## config.mk

```make
export PLATFORM = sky130hd
export DESIGN_NAME = bcrf_queue
export DESIGN_NICKNAME = d
export VERILOG_FILES = /design/src/rtl/bcrf_pkg.sv /design/src/rtl/bcrf_queue.sv
export SDC_FILE = /design/constraint.sdc
export NUM_CORES = 1
export LEC_CHECK = 0
export ABC_CLOCK_PERIOD_IN_PS = 11360
export BUFFER_PORTS_ARGS = -buffer_cell sky130_fd_sc_hd__buf_2
export CORE_MARGIN = 2
export CORE_UTILIZATION = 50
export CTS_BUF_LIST = sky130_fd_sc_hd__clkbuf_8 sky130_fd_sc_hd__clkbuf_16
export CTS_CLUSTER_DIAMETER = 30
export CTS_CLUSTER_SIZE = 12
export DETAILED_ROUTE_END_ITERATION = 7
export GPL_TIMING_DRIVEN = 0
export PLACE_DENSITY = 0.77
export RECOVER_POWER = 100
export SLEW_MARGIN = 20
export SYNTH_ARGS = -nofsm -noshare
export SYNTH_HDL_FRONTEND = slang
export SYNTH_SLANG_ARGS = --single-unit
```

## constraint.sdc

```tcl
create_clock -name i_clk -period 11.36 [get_ports i_clk]
set_clock_uncertainty 0.2 [all_clocks]
set_input_delay 2.272 -clock i_clk [delete_from_list [all_inputs] [get_ports i_clk]]
set_output_delay 2.272 -clock i_clk [all_outputs]
set_load 0.005 [all_outputs]
```

## src/rtl/bcrf_pkg.sv

```systemverilog
// Shared constants, types and codes for the bilinear cell row fill block.
package bcrf_pkg;

    localparam int MAX_WIDTH   = 1024;
    localparam int MAX_HEIGHT  = 1024;
    localparam int MAX_SPAN    = 64;

    localparam int WPR         = (MAX_WIDTH + 63) / 64;
    localparam int STORE_DEPTH = MAX_HEIGHT * WPR;
    localparam int ADDR_W      = (STORE_DEPTH > 1) ? $clog2(STORE_DEPTH) : 1;
    localparam int CNT_W       = $clog2(MAX_SPAN + 1);

    // Shared divider: dividend/divisor width, quotient width, step count width.
    localparam int DIV_W  = 46;
    localparam int DIVQ_W = 23;
    localparam int STEP_W = 5;
    localparam int VAL_STEPS = 17;
    localparam int LIN_STEPS = 23;

    localparam logic FUNC_FILL = 1'b0;
    localparam logic FUNC_MASK = 1'b1;

    localparam logic REG_WIDTH  = 1'b0;
    localparam logic REG_HEIGHT = 1'b1;

    localparam logic [1:0] KIND_MASK  = 2'd0;
    localparam logic [1:0] KIND_EMPTY = 2'd1;
    localparam logic [1:0] KIND_FILL  = 2'd2;

    typedef struct packed {
        logic [1:0]        kind;
        logic signed [15:0] tl;
        logic signed [15:0] tr;
        logic signed [15:0] bl;
        logic signed [15:0] br;
        logic signed [11:0] lx;
        logic signed [11:0] y;
        logic [11:0]       span;
        logic [11:0]       hgt;
        logic [11:0]       a_off;
        logic [11:0]       b_off;
        logic [CNT_W-1:0]  cnt;
        logic              clip;
        logic [63:0]       mask_word;
    } t_task;

    typedef struct packed {
        logic              start;
        logic [DIV_W-1:0]  dividend;
        logic [DIV_W-1:0]  divisor;
        logic [STEP_W-1:0] steps;
    } t_div_cmd;

    typedef struct packed {
        logic              busy;
        logic [DIVQ_W-1:0] quot;
        logic [DIV_W-1:0]  rem;
    } t_div_stat;

    typedef struct packed {
        logic idle;
        logic filling;
    } t_back_stat;

endpackage

```

## src/rtl/bcrf_queue.sv

```systemverilog
// Two-entry task queue between the front end and the back end.
module bcrf_queue import bcrf_pkg::*; (
    input  logic  i_clk,
    input  logic  i_rst_n,
    input  t_task i_task,
    input  logic  i_valid,
    output logic  o_ready,
    output t_task o_task,
    output logic  o_valid,
    input  logic  i_ready
);
    t_task      r_mem [2];
    logic       r_wptr;
    logic       r_rptr;
    logic [1:0] r_count;
    logic       push;
    logic       pop;

    assign o_ready = (r_count != 2'd2);
    assign o_valid = (r_count != 2'd0);
    assign push    = i_valid && o_ready;
    assign pop     = o_valid && i_ready;
    assign o_task  = r_mem[r_rptr];

    always_ff @(posedge i_clk) begin
        if (!i_rst_n) begin
            r_wptr  <= 1'b0;
            r_rptr  <= 1'b0;
            r_count <= 2'd0;
        end else begin
            if (push) begin
                r_wptr <= !r_wptr;
            end
            if (pop) begin
                r_rptr <= !r_rptr;
            end
            r_count <= r_count + {1'b0, push} - {1'b0, pop};
        end
    end

    always_ff @(posedge i_clk) begin
        if (push) begin
            r_mem[r_wptr] <= i_task;
        end
    end
endmodule

```

== After elaboration in Yosys (flattened, before gate mapping) ==
Memory sizes are Yosys's and may differ from the RTL's. A register that Yosys moved wholly into a read port is not among the register bits.
Index checks and enable logic that the tools add are counted.
Word-level totals
  register bits after elaboration: 4
  RAM bits: 420
  memories: 1
Cells by class
  $add $sub $neg: 2
  equal/unequal tests: 1
  multiplexer cells: 4
  reduce and logical (&&, ||, !) cells: 5
Memory list
  r_mem: depth 2, width 210, rd ports 1, clocked after Yosys merged registers in 1, write ports 1, RTL line bcrf_queue.sv:12  | t_task r_mem [2];
Operators with widths (number)
  2-to-1 mux 1 bit: 4
  adder 2 x 1 -> 2 bit: 1
  logical AND 1 bit: 2
  logical NOT 1 bit: 2
  != test 2 bit, second input constant: 1
  nonzero test 2 bit: 1
  subtractor 2 x 1 -> 2 bit: 1

== Longest topological paths before layout ==
Gate-level depths: netlist of run 1.
  word-level depth: 4
  depth in mapped cells: 6
  depth with buffers taken out: 6

== Worst setup path before layout of run 1 ==
OpenSTA, ideal clock, no wires.
  path type: input port to flip-flop
  start: input i_valid
  end: memory r_mem[1][0] (netlist name) (enable)
  arrival time: 7.116 ns
  data required time: 10.562 ns
  slack: 3.446 ns
  stages on the path: 1
  path buffers: 0
  cell sequence: and3_1
On the way
  cells in the longest elaborated chain, start to end: 3
Ends and longest elaborated chain
  start, declared: RTL line bcrf_queue.sv:6  | input logic i_valid,
  logical AND 1 bit: RTL line bcrf_queue.sv:21  | assign push = i_valid && o_ready;
  2-to-1 mux 1 bit: RTL line bcrf_queue.sv:42  | if (push) begin
  2-to-1 mux 1 bit (not written as such): RTL line bcrf_queue.sv:43  | r_mem[r_wptr] <= i_task;
  end, declared: RTL line bcrf_queue.sv:12
Every way passes these cells.

== Worst setup path after layout of run 1 ==
  start: input i_valid
  end: memory r_mem[1][87] (netlist name) (enable)
The elaborated chain is that of the path after synthesis.

==> flow_summary_export.csv, run 1 <==
group,metric,value,unit
clock_tree,clk_latency,0.56,ns
timing,setup_viol,0,
drt,ant_nets,0,
clock_tree,clock-sinks,425,
global_route,grt_pass1_vias,9125,
pwr,sequentialPowerShare,0.387,
timing,fin_crit_sh,0.5566,
pwr,power.switching,1.231,mW
critical_path,worst_r2r_startpoint,"r_count[0]",
pwr,p_leak,7.329,nW
timing,worst_slew_pin_slew,2.590,ns
drt,routed_wl,34420,um
clock_tree,cts_tree,"done",
yosys,ys_seq_elements,425,
critical_path,cp.required,11.39,ns
drt,viasPerCell,5.102,
yosys,synthTopCellsByArea,"edfxtp_1 (82%), mux2_2 (15%), buf_4 (0.97%)",
yosys,syn-num-nets,898,
layout,drive_gt1_frac,0.4347,
timing,fin_crit,6.323,ns
timing,maxSlewHeadroom,-0.7264,
timing,fmaxAchievable,158.2,MHz
timing,hold_violations,0,
clock_tree,clock_path_buffers,3,
yosys,synth_top_cell_by_area,"edfxtp_1",
floorplan,pin_count,426,
clock_tree,hold_buffers,0,
placed_design,dp_cells,1510,
run,drv_cap,3,
layout,regArea,0.01271,mm2
timing,fin_tns_setup,0,ns
placed_design,dp_slack,6.886,ns
pwr,p_clk_frac,0.470,
floorplan,die_x,179.5,um
critical_path,critPathMaxStageDelay,1.92,ns
layout,nFillCells,2081,
critical_path,crit_arrival,6.35,ns
pwr,power.internal,3.805,mW
clock_tree,root_buffer,"clkbuf_16",
global_route,grt_overflow,0,
clock_tree,cts_resized,0,
yosys,synth_cells,683,
clock_tree,post_cts_buffers,0,
drt,wire_per_inst,20.68,um
critical_path,end_kind,"flip-flop",
critical_path,cp_max_fo,51,
floorplan,die_h,179.5,um
floorplan,coreArea,0.03043,mm2
global_route,grt_use_total,0.2066,
timing,grt_setup_unrepaired,"false",
pwr,p_comb_frac,0.143,
layout,multi_input_area,0.002517,mm2
timing,slew_violations,110,
clock_tree,clk_pin_slew,0.04,ns
yosys,synth_area,0.01540,mm2
global_route,grt_pass1_wl,51050,um
critical_path,path_cells,"clkbuf_1 > and3_1 > clkbuf_1 > buf_16 > buf_16",
drt,vias,8489,
layout,final_cells,1664,
layout,area_growth,33.97,%
yosys,ys_warn_count,0,
global_route,antenna_found_initial,9,
layout,nNetsFinal,1412,
drt,remaining_drc_errors,0,
critical_path,crit_type,"in -> reg",
placed_design,dp_hpwl,22570,um
hold_path,min_from,"r_rptr",
yosys,yosysSeqAreaShare,0.8253,
pwr,ir_drop,0.2038,mV
pwr,p_sw_frac,0.2444,
floorplan,initial_core_util,0.5062,
clock_tree,cts_buffers,81,
pwr,power.density,244.1,mW/mm2
drt,dr.pass1.iters,5,
critical_path,worstSetupStartpoint,"i_valid",
yosys,avgSynthCellArea,22.55,um2
critical_path,critPathSlowestCell,"clkbuf_1",
yosys,post-synth-top-area-fraction,0.8188,
placed_design,globalplace.congestion,0.7510,
global_route,grt_max_degree,98,
yosys,ys_types,24,
timing,setup_slack,5.037,ns
clock_tree,ctsHtreeMaxLevel,3,
critical_path,cp-start-kind,"primary input",
outcome,violations,"capacitance limit, slew limit",
critical_path,crit_buf_inv,4,
floorplan,die_area,0.03222,mm2
outcome,outcome,"finished with violations",
hold_path,hp-class,"reg -> reg",
drt,first_iter_violations,383,
floorplan,fp-row-count,64,
critical_path,critical-path-top-delay-family,"buffers and inverters",
placed_design,numPortBuffers,425,
-- power by group through the flow --
| stage | registers (mW) | logic [mW] | clock network [mW] |
|---|---|---|---|
| global placement | 2.02 | 0.749 | 0 |
| CTS | 1.95 | 0.790 | 2.41 |
| global route | 1.96 | 0.781 | 2.48 |
| floorplan | 1.99 | 0.419 | 0 |
| detailed placement | 1.97 | 0.777 | 0 |
| finish | 1.95 | 0.722 | 2.37 |
-- area by class of cell --
type | count | share of cell area
tap | 396 | 0.02401
buffer | 23 | 0.004184
inverter | 2 | 0.0004244
multi-input combinational | 233 | 0.1220
sequential | 425 | 0.6161
timing repair buffer | 431 | 0.09726
clock inverter | 67 | 0.03602
clock buffer | 82 | 0.09944
antenna | 5 | 0.0006064
-- cells in the mapped netlist --
master and number:
a21bo_2 1, a21oi_1 1, and2_1 1, and2b_1 1, and3_1 2, buf_2 3, buf_4 20, dfxtp_1 5
edfxtp_1 420, ha_1 1, inv_1 2, mux2_2 210, nand2b_1 1, nand3_1 1, nand3b_1 1, nor2_1 4
nor3_1 1, nor4_1 1, nor4bb_1 1, o21ai_0 2, o21ba_2 1, o31a_1 1, or2_2 1, xor2_1 1
-- path summary, 6_finish.rpt --
kind	endpoint	slack, ns	depth (start not counted)
worst max-delay path	r_mem[1][87]	5.04	5
worst min-delay path	flip-flop	0.31	2
worst min register to register	flip-flop	0.31	2
worst max register to register	r_mem[1][87]	6.41	5
-- cells in the final DEF (no fill, tap or decap), drive strengths merged, types with 2 or more instances in the layout --
cell      count
nor2          4
diode         5
mux2        210
and3          2
buf         222
clkinv       34
dfxtp         5
bufinv       10
o21ai         2
clkbuf      314
inv          12
edfxtp      420
clkinvlp     13
-- sequential cells by signal (all words and copies together) (netlist names), named ones only --
register  flops
r_rptr        1
r_mem       420
r_wptr        1
r_count       2
-- worst reg2reg max path, stage by stage, from the launching register on --
cell      delay, ns
dfxtp_1        0.41
nand2b_1       0.20
and3_1         1.20
clkbuf_1       1.92
buf_16         0.33
buf_16         0.33
-- layer usage --
metal  share of wire  global-route usage
met1            0.36              0.2194
met2            0.53              0.3704
met3           0.086             0.08104
met4           0.032             0.07675
met5          0.0016                   0
-- cell families (layout without fill, tap and decap cells) --
family,after synthesis,count (layout),share of synthesized area
flops,425,425,0.8253
xor+xnor,1,1,0.0005687
other cells,0,5,0
buf+inv,25,605,0.01121
compound gates,6,6,0.002843
fa+ha+maj,1,1,0.0008122
mux,210,210,0.1535
simple gates,15,15,0.005687
-- metrics by stage --
stage	total power, mW	instance area [um2]	hold slack, ns	utilization
after floorplan	2.411	15400	0.2725	-
after global placement	2.764	18020	0.2899	0.5924
after detailed placement	2.749	18200	0.2974	0.5982
after CTS	5.144	21000	0.3108	0.6900
after global routing	5.217	20630	0.3408	0.6781
final	5.036	20630	0.3055	0.6781
Power figures use the tool's default switching activity.
==> run 2, diff against run 1 <==
- ABC_CLOCK_PERIOD_IN_PS: 11360 -> 6600
- clock period: 11.36 -> 6.6 ns (I/O delays scaled with it)
==> run 2 against run 1 <==
The run still ends with capacitance limit, slew limit left. Flip-flop and latch count stayed put. Critical path type unchanged. Largest cell class unchanged. Utilization is 0.67 points lower. Sequential power is 72% higher. Total power is 68% higher. Critical path depth is 1 lower. Sequential share of layout area is 0.62 points higher. Non-clock buffer count stayed put.
==> flow_summary_export.csv, run 2 (synthesized netlist as in run 1, its figures left out) <==
group,metric,value,unit
run,drv_cap,3,
outcome,outcome,"finished with violations",
global_route,grt_pass1_vias,9164,
critical_path,cp_max_fo,53,
global_route,met2_usage,0.3503,
placed_design,dp_hpwl,21920,um
pwr,power.internal,6.412,mW
clock_tree,ctsHtreeMaxLevel,3,
critical_path,crit_arrival,4.65,ns
timing,fin_crit,4.712,ns
clock_tree,cts_buffers,77,
outcome,violations,"capacitance limit, slew limit",
floorplan,die_area,0.03222,mm2
critical_path,r2r_end,"r_mem[1][69]",
global_route,antenna_found_initial,4,
pwr,power.density,414.7,mW/mm2
pwr,p_comb_frac,0.144,
clock_tree,cts_resized,0,
clock_tree,cts_tree,"done",
global_route,grt_max_degree,93,
drt,first_iter_violations,477,
clock_tree,clk_pin_slew,0.05,ns
global_route,grtUsageMet3,0.07152,
timing,slew_violations,167,
hold_path,holdPathStages,2,
critical_path,cp.required,6.54,ns
pwr,p_leak,7.244,nW
floorplan,coreArea,0.03043,mm2
placed_design,numPortBuffers,425,
floorplan,initial_core_util,0.5062,
critical_path,rrSetupSlack,2.30,ns
layout,area_growth,32.65,%
hold_path,min_from,"r_rptr",
floorplan,die_h,179.5,um
critical_path,critPathSlowestCell,"and3_1",
timing,setup_viol,0,
layout,mostFrequentLayoutCells,"edfxtp_1 (420), clkbuf_1 (242), buf_2 (205), mux2_2 (194), clkbuf_16 (79)",
global_route,grt_overflow,0,
timing,hold_violations,0,
critical_path,path_cells,"clkbuf_1 > and3_1 > buf_16 > clkbuf_2",
drt,remaining_drc_errors,0,
drt,vias,8414,
clock_tree,post_cts_buffers,0,
hold_path,hold_end,"r_rptr",
clock_tree,clk_latency,0.57,ns
layout,drive_gt1_frac,0.4262,
floorplan,fp-row-count,64,
timing,fmaxAchievable,212.2,MHz
pwr,finalPower,8.472,mW
hold_path,hp-class,"reg -> reg",
placed_design,globalplace.congestion,0.7599,
drt,dr.pass1.iters,4,
floorplan,pin_count,426,
layout,nFillCells,2137,
clock_tree,hold_buffers,0,
layout,top_regs,"r_mem: 420 flops, r_count: 2 flops",
pwr,p_clk_frac,0.460,
drt,viasPerCell,5.090,
global_route,grt_pass1_wl,50270,um
timing,maxSlewHeadroom,-0.7445,
pwr,ir_drop,0.3054,mV
clock_tree,clock-sinks,425,
clock_tree,clock_path_buffers,3,
floorplan,die_x,179.5,um
pwr,p_sw_frac,0.2432,
pwr,sequentialPowerShare,0.396,
timing,worst_slew_pin_slew,2.617,ns
global_route,grt_use_total,0.2018,
layout,largest-register,"r_mem",
layout,final_common_cell,"edfxtp_1",
critical_path,worst_r2r_startpoint,"r_count[0]",
drt,routed_wl,33580,um
critical_path,end_kind,"flip-flop",
global_route,top_usage_layer,"met2",
drt,ant_nets,0,
timing,worst_hold_slack,0.3358,ns
drt,wire_per_inst,20.32,um
critical_path,crit_type,"in -> reg",
critical_path,cp-start-kind,"primary input",
critical_path,reg2regPathDepth,4,
pwr,power.switching,2.060,mW
critical_path,critPathMaxStageDelay,1.66,ns
global_route,grt_use_met1,0.2145,
clock_tree,root_buffer,"clkbuf_16",
timing,grt_setup_unrepaired,"false",
timing,fin_crit_sh,0.7140,
layout,largest_register_ffs,420,
layout,nNetsFinal,1408,
## run 2: worst max-delay path by stage
stage,startpoint,to,slack (ns),cells past startpoint
2_1_floorplan,i_valid,r_mem[0][0],0.36,2
3_3_place_gp,i_valid,r_mem[0][104],-2.11,3
3_5_place_dp,i_valid,r_mem[0][108],3.06,5
4_1_cts,flip-flop,o_task[139],2.94,4
5_1_grt,i_valid,r_mem[1][78],1.53,4
6_report,i_valid,r_mem[1][69],1.89,4
## run 2: per-stage QoR
| step | area [um2] | util | TNS, ns | cells | setup WS, ns |
|---|---|---|---|---|---|
| floorplan | 15400 | - | 0 | 683 | 0.3641 |
| global placement | 18030 | 0.5924 | -437.67 | 1504 | -2.109 |
| detailed placement | 18200 | 0.5979 | 0 | 1510 | 3.062 |
| CTS | 20840 | 0.6849 | 0 | 1649 | 2.944 |
| global route | 20430 | 0.6713 | 0 | 1651 | 1.530 |
| finish | 20430 | 0.6714 | 0 | 1653 | 1.888 |
## run 2: routing by layer
layer | vias up | part of all wire
li1 | 3796 | -
met1 | 4128 | 0.35
met2 | 400 | 0.52
met3 | 88 | 0.090
met4 | 2 | 0.043
met5 | - | 0.00048
## run 2: power by group through the flow
stage                     Combinational, mW  Clock (mW)  Sequential [mW]
final                                  1.22        3.89             3.36
after global routing                   1.32        4.09             3.37
after CTS                              1.34        3.95             3.35
after detailed placement               1.33           0             3.39
after global placement                 1.28           0             3.45
after floorplan                       0.722           0             3.42
## run 2: worst max-delay path, delay by kind of cell
kind	cells	cell delay [ns]
simple gates	1	1.66
buf+inv	3	1.60
## run 2: final cells by class
class | count | area [um2] | share of cell area
well taps | 396 | 495.5 | 0.02425
plain buffers | 23 | 86.33 | 0.004226
inverters | 2 | 15.01 | 0.0007349
repair buffers | 431 | 1948 | 0.09535
clock inverters | 56 | 614.3 | 0.03007
flip-flops and latches | 425 | 12710 | 0.6222
clock buffers | 83 | 2032 | 0.09946
diodes | 4 | 10.01 | 0.0004899
multi-input cells | 233 | 2517 | 0.1232
==> run 3, diff against run 2 <==
- ABC_CLOCK_PERIOD_IN_PS: 6600 -> 4100
- CORE_UTILIZATION: 50 -> 47
- PLACE_DENSITY: 0.77 -> 0.76
- clock period: 6.6 -> 4.1 ns (I/O delays scaled with it)
==> run 3 against run 2 <==
The flow now finishes without violations. Flip-flop and latch count unchanged. Worst hold slack lost 0.085 ns. Worst setup slack lost 1.2 ns. Non-clock buffer count increased by 5. Global-route usage decreased by 1.2 points. Final area increased by 1.2%. Sequential power up 60%. Sequential share of layout area down 0.76 points. Utilization decreased by 3.2 points. Critical endpoint is now o_task[138]. Largest cell class unchanged. Largest power group unchanged.
==> flow_summary_export.csv, run 3 (synthesized netlist as in run 1, its figures left out) <==
group,metric,value,unit
timing,hold_violations,0,
critical_path,critical-path-top-delay-family,"buffers and inverters",
timing,maxSlewHeadroom,0.03913,
layout,nNetsFinal,1413,
pwr,power.internal,10.76,mW
floorplan,die_h,185.0,um
critical_path,path_cells,"clkbuf_1 > buf_4 > mux2_1 > buf_2",
clock_tree,cts_buffers,77,
critical_path,worst_r2r_startpoint,"r_count[0]",
layout,drive_gt1_frac,0.4372,
critical_path,critPathMaxStageDelay,0.57,ns
timing,worst_slew_pin_slew,1.441,ns
layout,nFillCells,2359,
layout,area_growth,34.29,%
timing,grt_setup_unrepaired,"false",
layout,top_regs,"r_mem: 420 flops, r_count: 2 flops",
pwr,power.density,677.4,mW/mm2
timing,fmaxAchievable,294.7,MHz
clock_tree,clk_pin_slew,0.05,ns
critical_path,rrSetupSlack,0.73,ns
placed_design,numPortBuffers,425,
critical_path,crit_type,"reg -> out",
outcome,outcome,"complete, no violations",
drt,vias,8337,
pwr,ir_drop,0.4914,mV
floorplan,pin_count,426,
hold_path,hp-class,"in -> reg",
timing,setup_viol,0,
clock_tree,ctsHtreeMaxLevel,3,
layout,final_common_cell,"edfxtp_1",
drt,first_iter_violations,366,
floorplan,die_area,0.03423,mm2
global_route,grt_pass1_vias,8921,
critical_path,crit_arrival,2.37,ns
hold_path,holdPathStages,1,
global_route,grt_max_degree,53,
pwr,p_sw_frac,0.2317,
pwr,p_comb_frac,0.143,
drt,wire_per_inst,19.65,um
pwr,p_clk_frac,0.472,
timing,fin_crit_sh,0.8276,
timing,slew_violations,0,
global_route,grt_use_total,0.1895,
timing,fin_crit,3.393,ns
floorplan,initial_core_util,0.4758,
critical_path,reg2regPathDepth,4,
clock_tree,post_cts_buffers,0,
pwr,sequentialPowerShare,0.384,
pwr,p_leak,7.358,nW
hold_path,hold_end,"r_mem[0][119]",
clock_tree,clock_path_buffers,3,
drt,dr.pass1.iters,4,
clock_tree,clk_latency,0.55,ns
run,drv_cap,0,
layout,largest-register,"r_mem",
floorplan,fp-row-count,66,
floorplan,coreArea,0.03237,mm2
global_route,grt_overflow,0,
clock_tree,cts_tree,"done",
critical_path,critPathSlowestCell,"clkbuf_1",
clock_tree,root_buffer,"clkbuf_16",
global_route,grt_pass1_wl,48690,um
drt,viasPerCell,4.898,
clock_tree,hold_buffers,0,
timing,setup_slack,0.7070,ns
hold_path,min_from,"i_task[119]",
placed_design,dp_slack,1.259,ns
placed_design,dp_hpwl,22030,um
drt,ant_nets,0,
floorplan,die_x,185.0,um
global_route,antenna_found_initial,4,
pwr,finalPower,14.01,mW
layout,mostFrequentLayoutCells,"edfxtp_1 (420), clkbuf_1 (241), mux2_2 (204), buf_2 (195), clkbuf_16 (81)",
critical_path,cp.required,3.08,ns
timing,fin_tns_setup,0,ns
critical_path,r2r_end,"r_mem[1][182]",
clock_tree,clock-sinks,425,
drt,remaining_drc_errors,0,
layout,largest_register_ffs,420,
clock_tree,cts_resized,0,
critical_path,crit_buf_inv,3,
drt,routed_wl,33450,um
critical_path,end_kind,"output pin",
placed_design,globalplace.congestion,0.7535,
critical_path,cp_max_fo,10,
critical_path,cp-start-kind,"flip-flop",
pwr,power.switching,3.247,mW
## run 3: how the worst max path moves through the flow
stage | slack, ns | cells past startpoint | startpoint | end
finish | 0.71 | 4 | flip-flop | o_task[138]
global route | 0.48 | 4 | r_count[0] | r_mem[1][182]
global placement | -2.62 | 3 | i_valid | r_mem[0][89]
CTS | 0.96 | 4 | flip-flop | o_task[51]
floorplan | -0.58 | 2 | i_valid | r_mem[0][0]
detailed placement | 1.26 | 6 | i_valid | r_mem[0][90]
## run 3: layer usage
metal / track usage / part of all wire / up-vias
met5: 0 / 0.00072 / -
li1: - / - / 3796
met3: 0.08750 / 0.11 / 85
met4: 0.09111 / 0.036 / 4
met2: 0.3249 / 0.50 / 406
met1: 0.1967 / 0.35 / 4046
## run 3: final cells by class
type | instances | area [um2] | area share
Buffer | 23 | 125.1 | 0.006049
Sequential cell | 425 | 12710 | 0.6146
Timing Repair Buffer | 436 | 2014 | 0.09739
Inverter | 2 | 8.758 | 0.0004234
Clock buffer | 81 | 2027 | 0.09800
Antenna cell | 2 | 5.005 | 0.0002420
Clock inverter | 58 | 720.7 | 0.03484
Multi-Input combinational cell | 233 | 2517 | 0.1217
Tap cell | 442 | 553.0 | 0.02674
## run 3: stage by stage
step | hold slack [ns] | util | std cells | area [um2]
detailed placement | 0.3178 | 0.5668 | 1561 | 18350
CTS | 0.2248 | 0.6517 | 1700 | 21100
finish | 0.2510 | 0.6390 | 1702 | 20680
global route | 0.2220 | 0.6389 | 1701 | 20680
global placement | 0.2857 | 0.5588 | 1550 | 18090
floorplan | 0.2725 | - | 683 | 15410
## run 3: power groups by stage
stage / combinational [mW] / sequential [mW] / clock [mW]
after global routing: 2.18 / 5.42 / 6.93
after global placement: 2.06 / 5.52 / 0
after floorplan: 1.16 / 5.48 / 0
final: 2.01 / 5.39 / 6.62
after detailed placement: 2.17 / 5.46 / 0
after CTS: 2.20 / 5.38 / 6.73
