`config.mk`:
```
export PLATFORM = sky130hd
export DESIGN_NAME = bcrf_front_flat
export DESIGN_NICKNAME = d
export VERILOG_FILES = /design/src/rtl/bcrf_pkg.sv /design/src/rtl/bcrf_in_if.sv /design/src/rtl/bcrf_front.sv /design/src/flat_wrapper.sv
export SDC_FILE = /design/constraint.sdc
export NUM_CORES = 1
export LEC_CHECK = 0
export BUFFER_PORTS_ARGS = -buffer_cell sky130_fd_sc_hd__buf_2
export CORE_AREA = 2 2 156 158
export DETAILED_ROUTE_END_ITERATION = 6
export DIE_AREA = 0 0 158 160
export MAX_ROUTING_LAYER = met4
export PLACE_DENSITY_LB_ADDON = 0.3
export SYNTH_ARGS = -nofsm -noshare
export SYNTH_HDL_FRONTEND = slang
export SYNTH_SLANG_ARGS = --single-unit
```
`constraint.sdc`:
```
create_clock -name i_clk -period 17.6 [get_ports i_clk]
set_input_delay 4.4 -clock i_clk [delete_from_list [all_inputs] [get_ports i_clk]]
set_output_delay 4.4 -clock i_clk [all_outputs]
set_load 0.05 [all_outputs]
```
`src/rtl/bcrf_pkg.sv`:
```
// Shared constants, types and codes for the bilinear cell row fill block.
package bcrf_pkg;

    localparam int MAX_WIDTH   = 1024;
    localparam int MAX_HEIGHT  = 1024;
    localparam int MAX_SPAN    = 64;

    localparam int WPR         = (MAX_WIDTH + 63) / 64;
    localparam int STORE_DEPTH = MAX_HEIGHT * WPR;
    localparam int ADDR_W      = (STORE_DEPTH > 1) ? $clog2(STORE_DEPTH) : 1;
    localparam int CNT_W       = $clog2(MAX_SPAN + 1);

    // Shared divider: dividend/divisor width, quotient width, step count width.
    localparam int DIV_W  = 46;
    localparam int DIVQ_W = 23;
    localparam int STEP_W = 5;
    localparam int VAL_STEPS = 17;
    localparam int LIN_STEPS = 23;

    localparam logic FUNC_FILL = 1'b0;
    localparam logic FUNC_MASK = 1'b1;

    localparam logic REG_WIDTH  = 1'b0;
    localparam logic REG_HEIGHT = 1'b1;

    localparam logic [1:0] KIND_MASK  = 2'd0;
    localparam logic [1:0] KIND_EMPTY = 2'd1;
    localparam logic [1:0] KIND_FILL  = 2'd2;

    typedef struct packed {
        logic [1:0]        kind;
        logic signed [15:0] tl;
        logic signed [15:0] tr;
        logic signed [15:0] bl;
        logic signed [15:0] br;
        logic signed [11:0] lx;
        logic signed [11:0] y;
        logic [11:0]       span;
        logic [11:0]       hgt;
        logic [11:0]       a_off;
        logic [11:0]       b_off;
        logic [CNT_W-1:0]  cnt;
        logic              clip;
        logic [63:0]       mask_word;
    } t_task;

    typedef struct packed {
        logic              start;
        logic [DIV_W-1:0]  dividend;
        logic [DIV_W-1:0]  divisor;
        logic [STEP_W-1:0] steps;
    } t_div_cmd;

    typedef struct packed {
        logic              busy;
        logic [DIVQ_W-1:0] quot;
        logic [DIV_W-1:0]  rem;
    } t_div_stat;

    typedef struct packed {
        logic idle;
        logic filling;
    } t_back_stat;

endpackage

```
`src/rtl/bcrf_in_if.sv`:
```
// Input channel: one command beat per fill row or mask word.
interface bcrf_in_if;
    logic               valid;
    logic               ready;
    logic               func;
    logic signed [15:0] corner_tl;
    logic signed [15:0] corner_tr;
    logic signed [15:0] corner_bl;
    logic signed [15:0] corner_br;
    logic signed [11:0] left_x;
    logic signed [11:0] right_x;
    logic signed [11:0] bottom_y;
    logic signed [11:0] top_y;
    logic signed [11:0] row_y;
    logic [63:0]        mask_word;

    modport source (output valid, func, corner_tl, corner_tr, corner_bl, corner_br,
                    left_x, right_x, bottom_y, top_y, row_y, mask_word,
                    input ready);
    modport sink (input valid, func, corner_tl, corner_tr, corner_bl, corner_br,
                  left_x, right_x, bottom_y, top_y, row_y, mask_word,
                  output ready);
endinterface

```
`src/rtl/bcrf_front.sv`:
```
// Front end: takes input beats and classifies them into mask, empty or fill tasks.
module bcrf_front import bcrf_pkg::*; (
    input  logic      i_clk,
    input  logic      i_rst_n,
    bcrf_in_if.sink   i_in,
    output t_task     o_task,
    output logic      o_valid,
    input  logic      i_ready
);
    logic               r_valid;
    t_task              r_task;
    t_task              n_task;
    logic signed [12:0] diff;
    logic               is_fill;
    logic               clip;

    assign i_in.ready = !r_valid || i_ready;

    always_comb begin
        diff    = {i_in.right_x[11], i_in.right_x} - {i_in.left_x[11], i_in.left_x};
        is_fill = (diff > 13'sd0) && (i_in.row_y >= i_in.bottom_y)
                  && (i_in.row_y < i_in.top_y);
        clip    = (diff > 13'(MAX_SPAN));

        n_task           = '0;
        n_task.tl        = i_in.corner_tl;
        n_task.tr        = i_in.corner_tr;
        n_task.bl        = i_in.corner_bl;
        n_task.br        = i_in.corner_br;
        n_task.lx        = i_in.left_x;
        n_task.y         = i_in.row_y;
        n_task.mask_word = i_in.mask_word;
        n_task.span      = diff[11:0];
        n_task.hgt       = 12'(i_in.top_y - i_in.bottom_y);
        n_task.a_off     = 12'(i_in.row_y - i_in.bottom_y);
        n_task.b_off     = 12'(i_in.top_y - i_in.row_y);
        n_task.clip      = clip;
        n_task.cnt       = clip ? CNT_W'(MAX_SPAN) : CNT_W'(diff);
        priority if (i_in.func == FUNC_MASK) begin
            n_task.kind = KIND_MASK;
        end else if (is_fill) begin
            n_task.kind = KIND_FILL;
        end else begin
            n_task.kind = KIND_EMPTY;
        end
    end

    always_ff @(posedge i_clk) begin
        if (!i_rst_n) begin
            r_valid <= 1'b0;
        end else if (i_in.valid && i_in.ready) begin
            r_valid <= 1'b1;
        end else if (i_ready) begin
            r_valid <= 1'b0;
        end
    end

    always_ff @(posedge i_clk) begin
        if (i_in.valid && i_in.ready) begin
            r_task <= n_task;
        end
    end

    assign o_task  = r_task;
    assign o_valid = r_valid;
endmodule

```
`src/flat_wrapper.sv`:
```
// flat-port wrapper written by rule: the top's interface ports become plain ports
module bcrf_front_flat import bcrf_pkg::*;
  (i_clk, i_rst_n, o_task, o_valid, i_ready, i_in_valid, i_in_func, i_in_corner_tl, i_in_corner_tr, i_in_corner_bl, i_in_corner_br, i_in_left_x, i_in_right_x, i_in_bottom_y, i_in_top_y, i_in_row_y, i_in_mask_word, i_in_ready);
  bcrf_in_if i_in_i ();
  input  logic i_clk;
  input  logic i_rst_n;
  output t_task o_task;
  output logic o_valid;
  input  logic i_ready;
  input wire logic [$bits(i_in_i.valid)-1:0] i_in_valid;
  input wire logic [$bits(i_in_i.func)-1:0] i_in_func;
  input wire logic [$bits(i_in_i.corner_tl)-1:0] i_in_corner_tl;
  input wire logic [$bits(i_in_i.corner_tr)-1:0] i_in_corner_tr;
  input wire logic [$bits(i_in_i.corner_bl)-1:0] i_in_corner_bl;
  input wire logic [$bits(i_in_i.corner_br)-1:0] i_in_corner_br;
  input wire logic [$bits(i_in_i.left_x)-1:0] i_in_left_x;
  input wire logic [$bits(i_in_i.right_x)-1:0] i_in_right_x;
  input wire logic [$bits(i_in_i.bottom_y)-1:0] i_in_bottom_y;
  input wire logic [$bits(i_in_i.top_y)-1:0] i_in_top_y;
  input wire logic [$bits(i_in_i.row_y)-1:0] i_in_row_y;
  input wire logic [$bits(i_in_i.mask_word)-1:0] i_in_mask_word;
  output wire logic [$bits(i_in_i.ready)-1:0] i_in_ready;
  assign i_in_i.valid = i_in_valid;
  assign i_in_i.func = i_in_func;
  assign i_in_i.corner_tl = i_in_corner_tl;
  assign i_in_i.corner_tr = i_in_corner_tr;
  assign i_in_i.corner_bl = i_in_corner_bl;
  assign i_in_i.corner_br = i_in_corner_br;
  assign i_in_i.left_x = i_in_left_x;
  assign i_in_i.right_x = i_in_right_x;
  assign i_in_i.bottom_y = i_in_bottom_y;
  assign i_in_i.top_y = i_in_top_y;
  assign i_in_i.row_y = i_in_row_y;
  assign i_in_i.mask_word = i_in_mask_word;
  assign i_in_ready = i_in_i.ready;
  bcrf_front u_core (.i_clk(i_clk), .i_rst_n(i_rst_n), .i_in(i_in_i), .o_task(o_task), .o_valid(o_valid), .i_ready(i_ready));
endmodule
```
-- Word-level counts from Yosys, hierarchy flattened
Cells that the tools add are included.
- bits of input ports: 193
- bits in registers: 211
- logic and storage cells: 32
- output and inout bits: 212
- $lt $le $gt $ge: 4
- $add $sub $neg: 4
- reduce and logical (&&, ||, !) cells: 6
- multiplexer cells: 3
- operators with widths (kind ; count):
    12-bit subtractor ; 3
    13-bit by 1-bit > comparator with 1-bit output, second input constant ; 1
    13-bit by 8-bit > comparator with 1-bit output, second input constant ; 1
    12-bit by 12-bit subtractor with 13-bit output ; 1
    12-bit >= comparator ; 1
    12-bit less-than comparator ; 1
    1-bit logical AND ; 3
    1-bit 2-to-1 mux ; 2
    2-bit 2-to-1 mux ; 1
    2-bit nonzero test ; 1
    1-bit zero test ; 1
    1-bit logical OR ; 1

-- Logic depth before layout (Yosys ltp)
Gate-level depths: netlist of run 1.
- depth after elaboration: 5
- depth in mapped cells: 11

-- Least setup slack after synthesis of run 1
No wires, ideal clock.
- path type: in2reg
- from: input port i_ready
- to: register u_core.r_task (netlist bit u_core.o_task[0]) (enable)
- cell stages on the path: 2
- path buffers: 0
- arrival: 9.705 ns
- required time: 17.004 ns
- setup time: 0.596 ns
- slack: 7.299 ns
- cell sequence: nand2b_1 and2_1
- word-level cells in the longest chain between the ends: 2
- ends and longest elaborated chain (item ; RTL line ; source):
    from (decl) ; flat_wrapper.sv:9 ; input logic i_ready;
    1-bit logical OR ; bcrf_front.sv:17 ; assign i_in.ready = !r_valid || i_ready;
    1-bit logical AND ; bcrf_front.sv:59 ; if (i_in.valid && i_in.ready) begin
    to (signal assigned) ; bcrf_front.sv:60 ; r_task <= n_task;
    to (decl) ; bcrf_front.sv:11 ; t_task r_task;
Every way passes these cells.
A chain may end at the register's enable or synchronous reset.

-- Worst setup path in the final report of run 1
- from: input port i_ready
- to: output port i_in_ready
- word-level cells in the longest chain between the ends: 1
- ends and longest elaborated chain (item ; RTL line ; source):
    1-bit logical OR ; bcrf_front.sv:17 ;
    to (decl) ; flat_wrapper.sv:22 ; output wire logic [$bits(i_in_i.ready)-1:0] i_in_ready;
Every way passes these cells.

==> flow_summary.json, run 1 <==
{
  "outcome": "finished clean",
  "p_per_area_nw_per_um2": 118,
  "netlist.area_leader.share": 0.716,
  "post_drt_wl_per_cell_um": 17.9,
  "wirelength_um": 24000,
  "gpl.final_weighted_congestion": 0.764,
  "yosys_register_bits": 211,
  "post_cts_buffers": 0,
  "critPathMostFrequentCell": "buf_2",
  "cts_sinks": 211,
  "grt_max_degree": 77,
  "ant_nets": 0,
  "synthToLayoutAreaGrowth_pct": 37.0,
  "hold_viol": 0,
  "drc": 0,
  "slowest_stage": "buf_2",
  "synth_nets": 814,
  "cts_buffers": 24,
  "max_slew_margin": 0.340,
  "end_kind": "output pin",
  "required_ps": 13200,
  "nets": 1245,
  "fin_skew_ps": 11.9,
  "vias": 6209,
  "grt_overflow": 0,
  "grt_pass1_vias": 6014,
  "fillers": 2121,
  "timing.setup.tns_ps": 0,
  "min_period_ps": 9260,
  "synthTopCellsByArea": "edfxtp_1 (72%), ha_1 (6.7%), xnor2_1 (3.1%)",
  "die_y_um": 160,
  "wl_met1_um": 9150,
  "dr.pass1.iters": 5,
  "start_util": 0.370,
  "synth_largest_area_cell": "edfxtp_1",
  "routed.top_layer": "met4",
  "route.met2.wl_um": 11900,
  "p_leak_nw": 5.30,
  "dpl.hpwl_um": 18900,
  "fin_area_um2": 12100,
  "port_buffers": 404,
  "setup_viol": 0,
  "worstPathMaxFanout": 3,
  "ys.flop_type": "edfxtp_1",
  "clockBufferDepth": 3,
  "ctsHoldBuffers": 0,
  "die_w_um": 158,
  "hold_class": "reg2reg",
  "viasPerCell": 4.63,
  "drt_iter0_drc": 317,
  "core_area_um2": 23800,
  "vdd_drop_max_mv": 0.0724,
  "ios": 405,
  "synth_edf_count": 210,
  "total_power_mw": 1.43,
  "cp_cell_sequence": "buf_2, nand2b_1, buf_2",
  "fin_crit_sh": 0.526,
  "worst_skew_pair.late_latency_ps": 510,
  "worstSetupStartpointType": "primary input",
  "ctsResizeCount": 0,
  "netlist_area_um2": 8800,
  "synthCells": 570,
  "row_count": 57,
  "syn_avg_cell_area_um2": 15.4,
  "cts-root-buf": "clkbuf_16",
  "grt_first_pass_wirelength_um": 34400,
  "clk_pin_slew_ps": 50,
  "yosys.cell_types.count": 57,
  "utilization": 0.506,
  "place_area_um2": 11200,
  "crit_arrival_ps": 4860,
  "tightest_slew_ps": 990,
  "max_stage_delay_ps": 220,
  "drive_above_1_share": 0.453,
  "rsz0062_at_grt": "no",
  "hold_slack_ps": 540,
  "critPathTopFamily": "buffers and inverters",
  "drv_slew": 0,
  "drv_cap": 0,
  "antenna_found_initial": 4,
  "synthArstFlopShare": 0,
  "path_buf_inv": 2,
  "track_usage": 0.185,
  "wl_met3_um": 2420,
  "synth_seq_area_share": 0.718,
  "die-area_um2": 25300,
  "timing.fmax_ghz": 0.108,
  "tritoncts": "done",
  "crit_type": "in2out",
  "yosys_warnings": 0,
  "h-tree-depth": 1
}
-- report_power, final --
part,leakage (nW),internal (mW),switching (mW)
clock,0.399,0.316,0.194
sequential,2.04,0.603,0.00806
combinational,2.86,0.0820,0.224
-- layout make-up --
type	count	area [um^2]	share of cell area
clock buffer	28	637	0.0528
tap	324	405	0.0336
antenna	3	7.51	0.000623
multi-input combinational	294	2240	0.186
clock inverter	12	169	0.0140
timing repair buffer	406	2040	0.169
sequential	211	6330	0.525
inverter	64	240	0.0199
-- routing by layer --
layer  global-route usage  vias up
li1                     -     3008
met1                0.210     2917
met2                0.316      251
met3               0.0583       33
met4               0.0495        0
met5                    -        -
-- sequential cells by signal, summed over array words and instances (netlist names) --
register,count
u_core.o_task,210
u_core.o_valid,1
-- worst register-to-register path: stages (launching register included) --
cell,delay (ps)
dfxtp_1,310
nand2b_1,90
and2_4,800
buf_4,890
-- cell usage after synthesis, types with 3 or more instances --
library cell / n
a2111oi_0: 3
a211o_1: 4
a21boi_0: 3
a21o_1: 3
a21oi_1: 29
a31oi_1: 5
and3_1: 5
edfxtp_1: 210
fa_1: 4
ha_1: 47
inv_1: 64
nand2_1: 14
nand2b_1: 8
nand3_1: 6
nand4_1: 4
nor2_1: 35
nor2b_1: 8
nor3_1: 13
nor4_1: 4
o21a_1: 7
o21ai_0: 16
o31a_1: 3
o41ai_1: 3
or2_2: 3
xnor2_1: 31
-- cells by family after synthesis --
kind of cell               Yosys count  synth area share
DFF                                211             0.718
buffers and inverters               65            0.0277
xor gates and xnor gates            32            0.0318
adders and majority gates           51            0.0759
AOI/OAI and AO/OA                   98            0.0770
and+or+nand+nor                    111            0.0666
muxes                                2           0.00242
-- stage by stage --
stage	worst slack, ps	instances
global route	8290	1342
floorplan	7300	570
global placement	8340	1299
CTS	8340	1339
finish	8340	1342
detailed placement	8340	1299
-- worst paths after layout --
path	start	to	slack (ps)	cells after the start
max reg2reg	u_core.o_valid	u_core.o_task[197]	15070	3
min reg2reg	u_core.o_valid	u_core.o_valid	540	2
max	i_ready	i_in_ready	8340	3
min	u_core.o_valid	u_core.o_valid	540	2
-- placed cells by master, fill, tap and decap left out, types with 4 or more instances in the layout --
cell	Yosys	layout
a211o_1	4	4
ha_1	47	47
inv_1	64	64
clkbuf_16	0	25
nor2b_1	8	8
nor4_1	4	4
edfxtp_1	210	210
xnor2_1	31	31
nand4_1	4	4
nand3_1	6	6
bufinv_16	0	4
nor3_1	13	13
o21a_1	7	7
clkinv_2	0	5
and3_1	5	5
nand2b_1	8	8
o21ai_0	16	16
a21oi_1	29	29
fa_1	4	4
a31oi_1	5	5
nand2_1	14	14
buf_2	0	404
nor2_1	35	35
Power figures use the tool's default switching activity.
==> run 2, diff against run 1 <==
- CORE_AREA: 2 2 156 158 -> 2 2 157 159
- DIE_AREA: 0 0 158 160 -> 0 0 159 161
- clock period: 17.6 -> 7.9 ns (I/O delays scaled with it)
==> run 2 against run 1 <==
Against the previous run: design area down 0.17%; sequential power up 120%; non-clock buffer count up 1; flip-flop and latch count unchanged; via count up 0.50%; largest cell class unchanged.
==> flow_summary.json, run 2 (synthesis results as in run 1) <==
{
  "internal_power_mw": 2.20,
  "die_y_um": 161,
  "hold_class": "reg2reg",
  "max_slew_margin": 0.319,
  "wirelength_um": 24500,
  "nets": 1245,
  "min_period_ps": 4420,
  "crit_type": "in2out",
  "cts-root-buf": "clkbuf_16",
  "hold_viol": 0,
  "drv_cap": 0,
  "core_area_um2": 24000,
  "cts_sinks": 211,
  "end_kind": "output pin",
  "vdd_drop_max_mv": 0.218,
  "swShare": 0.304,
  "final_common_cell": "buf_2",
  "gpl.final_weighted_congestion": 0.844,
  "required_ps": 5930,
  "placedCellCount": 1300,
  "largest_reg_flops": 210,
  "p_per_area_nw_per_um2": 263,
  "grt_overflow": 0,
  "p_leak_nw": 5.28,
  "rsz0062_at_grt": "no",
  "worst_skew_pair.late_latency_ps": 510,
  "ios": 405,
  "drive_above_1_share": 0.452,
  "clk_pin_slew_ps": 60,
  "synthToLayoutAreaGrowth_pct": 36.7,
  "switchingPower_mw": 0.962,
  "die_w_um": 159,
  "row_count": 57,
  "p_clk_frac": 0.353,
  "setup_viol": 0,
  "fin_cells": 1343,
  "dpl.hpwl_um": 19000,
  "final_cell_mix": "buf_2 (404), edfxtp_1 (210), inv_1 (64)",
  "drc": 0,
  "clockBufferDepth": 3,
  "post_drt_wl_per_cell_um": 18.2,
  "ant_nets": 0,
  "grt_first_pass_wirelength_um": 35900,
  "drt_iter0_drc": 463,
  "worstPathMaxFanout": 3,
  "drv_slew": 0,
  "tightest_slew_ps": 1020,
  "worstSetupStartpointType": "primary input",
  "crit_arrival_ps": 2450,
  "seqPwrFrac": 0.431,
  "combPwrFrac": 0.216,
  "timing.fmax_ghz": 0.226,
  "port_buffers": 404,
  "fin_crit_sh": 0.560,
  "total_power_mw": 3.16,
  "cts_buffers": 23,
  "start_util": 0.367,
  "track_usage": 0.188,
  "outcome": "finished clean",
  "grt_max_degree": 83,
  "ctsHoldBuffers": 0,
  "antenna_found_initial": 1,
  "post_cts_buffers": 0,
  "vias": 6240,
  "viasPerCell": 4.65,
  "tritoncts": "done",
  "h-tree-depth": 1,
  "grt_pass1_vias": 6124,
  "ctsResizeCount": 0,
  "dr.pass1.iters": 4,
  "fin_skew_ps": 9.83,
  "timing.setup.tns_ps": 0,
  "die-area_um2": 25600
}
-- run 2: changes by cell type in the layout (fill, tap and decap cells not counted) --
| cell | delta |
|---|---|
| buf_4 | +1 |
| clkbuf_1 | +3 |
| clkbuf_16 | -2 |
| clkinv_1 | -1 |
| clkinv_2 | -4 |
| clkinvlp_4 | +3 |
| diode_2 | -1 |
| inv_6 | +3 |
| inv_8 | -1 |
-- run 2: per-stage QoR --
step / instance area, um^2 / worst slack [ps] / utilization / hold slack [ps]
final: 12000 / 3480 / 0.502 / 544
after global routing: 12000 / 3440 / 0.502 / 616
after CTS: 12000 / 3480 / 0.502 / 542
after detailed placement: 11300 / 3310 / 0.470 / 531
after global placement: 11300 / 3400 / 0.470 / 515
after floorplan: 8800 / 24.4 / - / 1150
-- run 2: power by group through the flow --
stage                     combinational [mW]  sequential, mW  clock, mW
after floorplan                        0.198            1.69          0
after global routing                   0.726            1.37       1.18
after detailed placement               0.686            1.39          0
final                                  0.683            1.36       1.12
after CTS                              0.689            1.36       1.15
after global placement                 0.680            1.38          0
-- run 2: routing by layer --
| layer | global-route usage | share of wire |
|---|---|---|
| met1 | 0.226 | 0.40 |
| met2 | 0.316 | 0.49 |
| met3 | 0.0493 | 0.079 |
| met4 | 0.0525 | 0.027 |
| met5 | - | 0 |
-- run 2: worst paths after layout --
check                       from                 end  slack, ps  cells after the start
setup / recovery         i_ready          i_in_ready       3480                      3
hold / removal    u_core.o_valid      u_core.o_valid        540                      2
hold reg to reg   u_core.o_valid      u_core.o_valid        540                      2
setup reg to reg  u_core.o_valid  u_core.o_task[122]       5580                      3
-- run 2: area by class of cell --
| cell class | count | area, um^2 |
|---|---|---|
| sequential | 211 | 6330 |
| inverter | 64 | 240 |
| antenna | 2 | 5.00 |
| fill | 2203 | 11900 |
| clock inverter | 12 | 183 |
| timing repair buffer | 407 | 2040 |
| tap | 324 | 405 |
| clock buffer | 29 | 598 |
| multi-input combinational | 294 | 2240 |
-- run 2: critical path, cell delays in order --
cell	delay (ps)
buf_2	90
nand2b_1	160
buf_2	220
==> run 3, diff against run 2 <==
- CORE_AREA: 2 2 157 159 -> 2 2 158 160
- DIE_AREA: 0 0 159 161 -> 0 0 160 162
- clock period: 7.9 -> 4.15 ns (I/O delays scaled with it)
==> run 3 against run 2 <==
Against the previous run: clock-buffer cell count down 1; hold slack better by 16 ps; power up 93%; utilization up 0.092 points; global-route usage down 0.42 points; critical path type is now in2reg; critical endpoint is now u_core.o_task[209].
==> flow_summary.json, run 3 (synthesis results as in run 1) <==
{
  "place_area_um2": 11300,
  "timing.fmax_ghz": 0.318,
  "viasPerCell": 4.68,
  "final_common_cell": "buf_2",
  "grt_overflow": 0,
  "placedCellCount": 1302,
  "crit_arrival_ps": 3390,
  "cts_sinks": 211,
  "vdd_drop_max_mv": 0.348,
  "row_count": 57,
  "r2r-start": "u_core.o_valid",
  "drt_iter0_drc": 510,
  "ctsResizeCount": 0,
  "synthToLayoutAreaGrowth_pct": 37.8,
  "grt_max_degree": 65,
  "port_buffers": 404,
  "cts-root-buf": "clkbuf_16",
  "tightest_slew_ps": 719,
  "die-area_um2": 25900,
  "min_to": "u_core.o_valid",
  "die_y_um": 162,
  "worstSetupStartpointType": "primary input",
  "antenna_found_initial": 5,
  "seqPwrFrac": 0.424,
  "largest_reg_flops": 210,
  "vias": 6290,
  "reg2reg_depth": 3,
  "drv_cap": 0,
  "max_slew_margin": 0.520,
  "final_cell_mix": "buf_2 (404), edfxtp_1 (210), inv_1 (64)",
  "setup_viol": 0,
  "grt_pass1_vias": 6125,
  "rsz0062_at_grt": "no",
  "worst_slack_ps": 1010,
  "p_per_area_nw_per_um2": 503,
  "whs_path_depth": 2,
  "dpl.hpwl_um": 19000,
  "fin_cells": 1345,
  "post_cts_buffers": 0,
  "place_ws_ps": 520,
  "combPwrFrac": 0.214,
  "swShare": 0.295,
  "h-tree-depth": 1,
  "drive_above_1_share": 0.452,
  "end_kind": "register",
  "outcome": "finished clean",
  "track_usage": 0.184,
  "clockBufferDepth": 3,
  "ctsHoldBuffers": 0,
  "min_period_ps": 3140,
  "start_util": 0.365,
  "ios": 405,
  "dr.pass1.iters": 5,
  "required_ps": 4400,
  "wirelength_um": 24400,
  "fin_crit_sh": 0.757,
  "cts_buffers": 24,
  "worst_skew_pair.late_latency_ps": 510,
  "timing.setup.tns_ps": 0,
  "gpl.final_weighted_congestion": 0.815,
  "worstPathMaxFanout": 4,
  "hold_viol": 0,
  "post_drt_wl_per_cell_um": 18.1,
  "tritoncts": "done",
  "switchingPower_mw": 1.80,
  "p_leak_nw": 5.33,
  "crit_type": "in2reg",
  "core_area_um2": 24100,
  "clk_pin_slew_ps": 60,
  "drv_slew": 0,
  "hold_class": "reg2reg",
  "p_clk_frac": 0.362,
  "r2r_end": "u_core.o_task[85]",
  "fin_area_um2": 12100,
  "fillers": 2191,
  "nets": 1248,
  "internal_power_mw": 4.30,
  "fin_skew_ps": 13.0,
  "ant_nets": 0,
  "regToRegSetupSlack_ps": 2320,
  "die_w_um": 160,
  "hold_path_startpoint": "u_core.o_valid",
  "drc": 0,
  "grt_first_pass_wirelength_um": 35700
}
[run 3: routing by layer]
metal / wire length (um) / part of all wire / vias up / global-route usage
met3: 2170 / 0.089 / 51 / 0.0541
met1: 9590 / 0.39 / 2932 / 0.219
met5: 0 / 0 / - / -
met4: 679 / 0.028 / 0 / 0.0606
met2: 11900 / 0.49 / 298 / 0.302
li1: - / - / 3009 / -
[run 3: power groups by stage]
stage | Sequential, mW | Clock [mW] | Combinational [mW]
global route | 2.61 | 2.36 | 1.39
global placement | 2.63 | 0 | 1.30
CTS | 2.59 | 2.26 | 1.32
detailed placement | 2.64 | 0 | 1.31
finish | 2.59 | 2.21 | 1.31
floorplan | 3.20 | 0 | 0.378
[run 3: worst max path at each step]
stage | from | end | slack (ps) | cells past startpoint
4_1_cts | i_in_right_x[0] | u_core.o_task[209] | 1050 | 11
3_3_place_gp | i_in_right_x[0] | u_core.o_task[209] | 590 | 11
5_1_grt | i_in_row_y[0] | u_core.o_task[209] | 910 | 10
6_report | i_in_right_x[0] | u_core.o_task[209] | 1010 | 11
3_5_place_dp | i_in_right_x[0] | u_core.o_task[209] | 520 | 11
2_1_floorplan | i_ready | u_core.o_task[0] | 640 | 2
[run 3: final cells by class]
| cell class | count | area (um^2) | share of cell area |
|---|---|---|---|
| Sequential cell | 211 | 6330 | 0.521 |
| Multi-Input combinational cell | 294 | 2240 | 0.184 |
| Timing Repair Buffer | 409 | 2100 | 0.173 |
| Clock buffer | 28 | 637 | 0.0525 |
| Tap cell | 324 | 405 | 0.0334 |
| Inverter | 64 | 240 | 0.0198 |
| Clock inverter | 11 | 180 | 0.0148 |
| Antenna cell | 4 | 10.0 | 0.000825 |
[run 3: worst max-delay path: stages]
cell	delay (ps)
buf_2	70
inv_1	30
ha_1	220
fa_1	410
nand2b_1	190
a21oi_1	360
o22ai_2	180
mux2_2	330
nor4_4	260
a31oi_1	150
nor2b_1	150
[run 3: stage by stage]
stage                     total power [mW]   util  hold slack (ps)
after floorplan                       3.58      -             1140
after global placement                3.94  0.469              522
final                                 6.11  0.503              560
after CTS                             6.18  0.503              562
after global routing                  6.36  0.503              623
after detailed placement              3.95  0.469              545
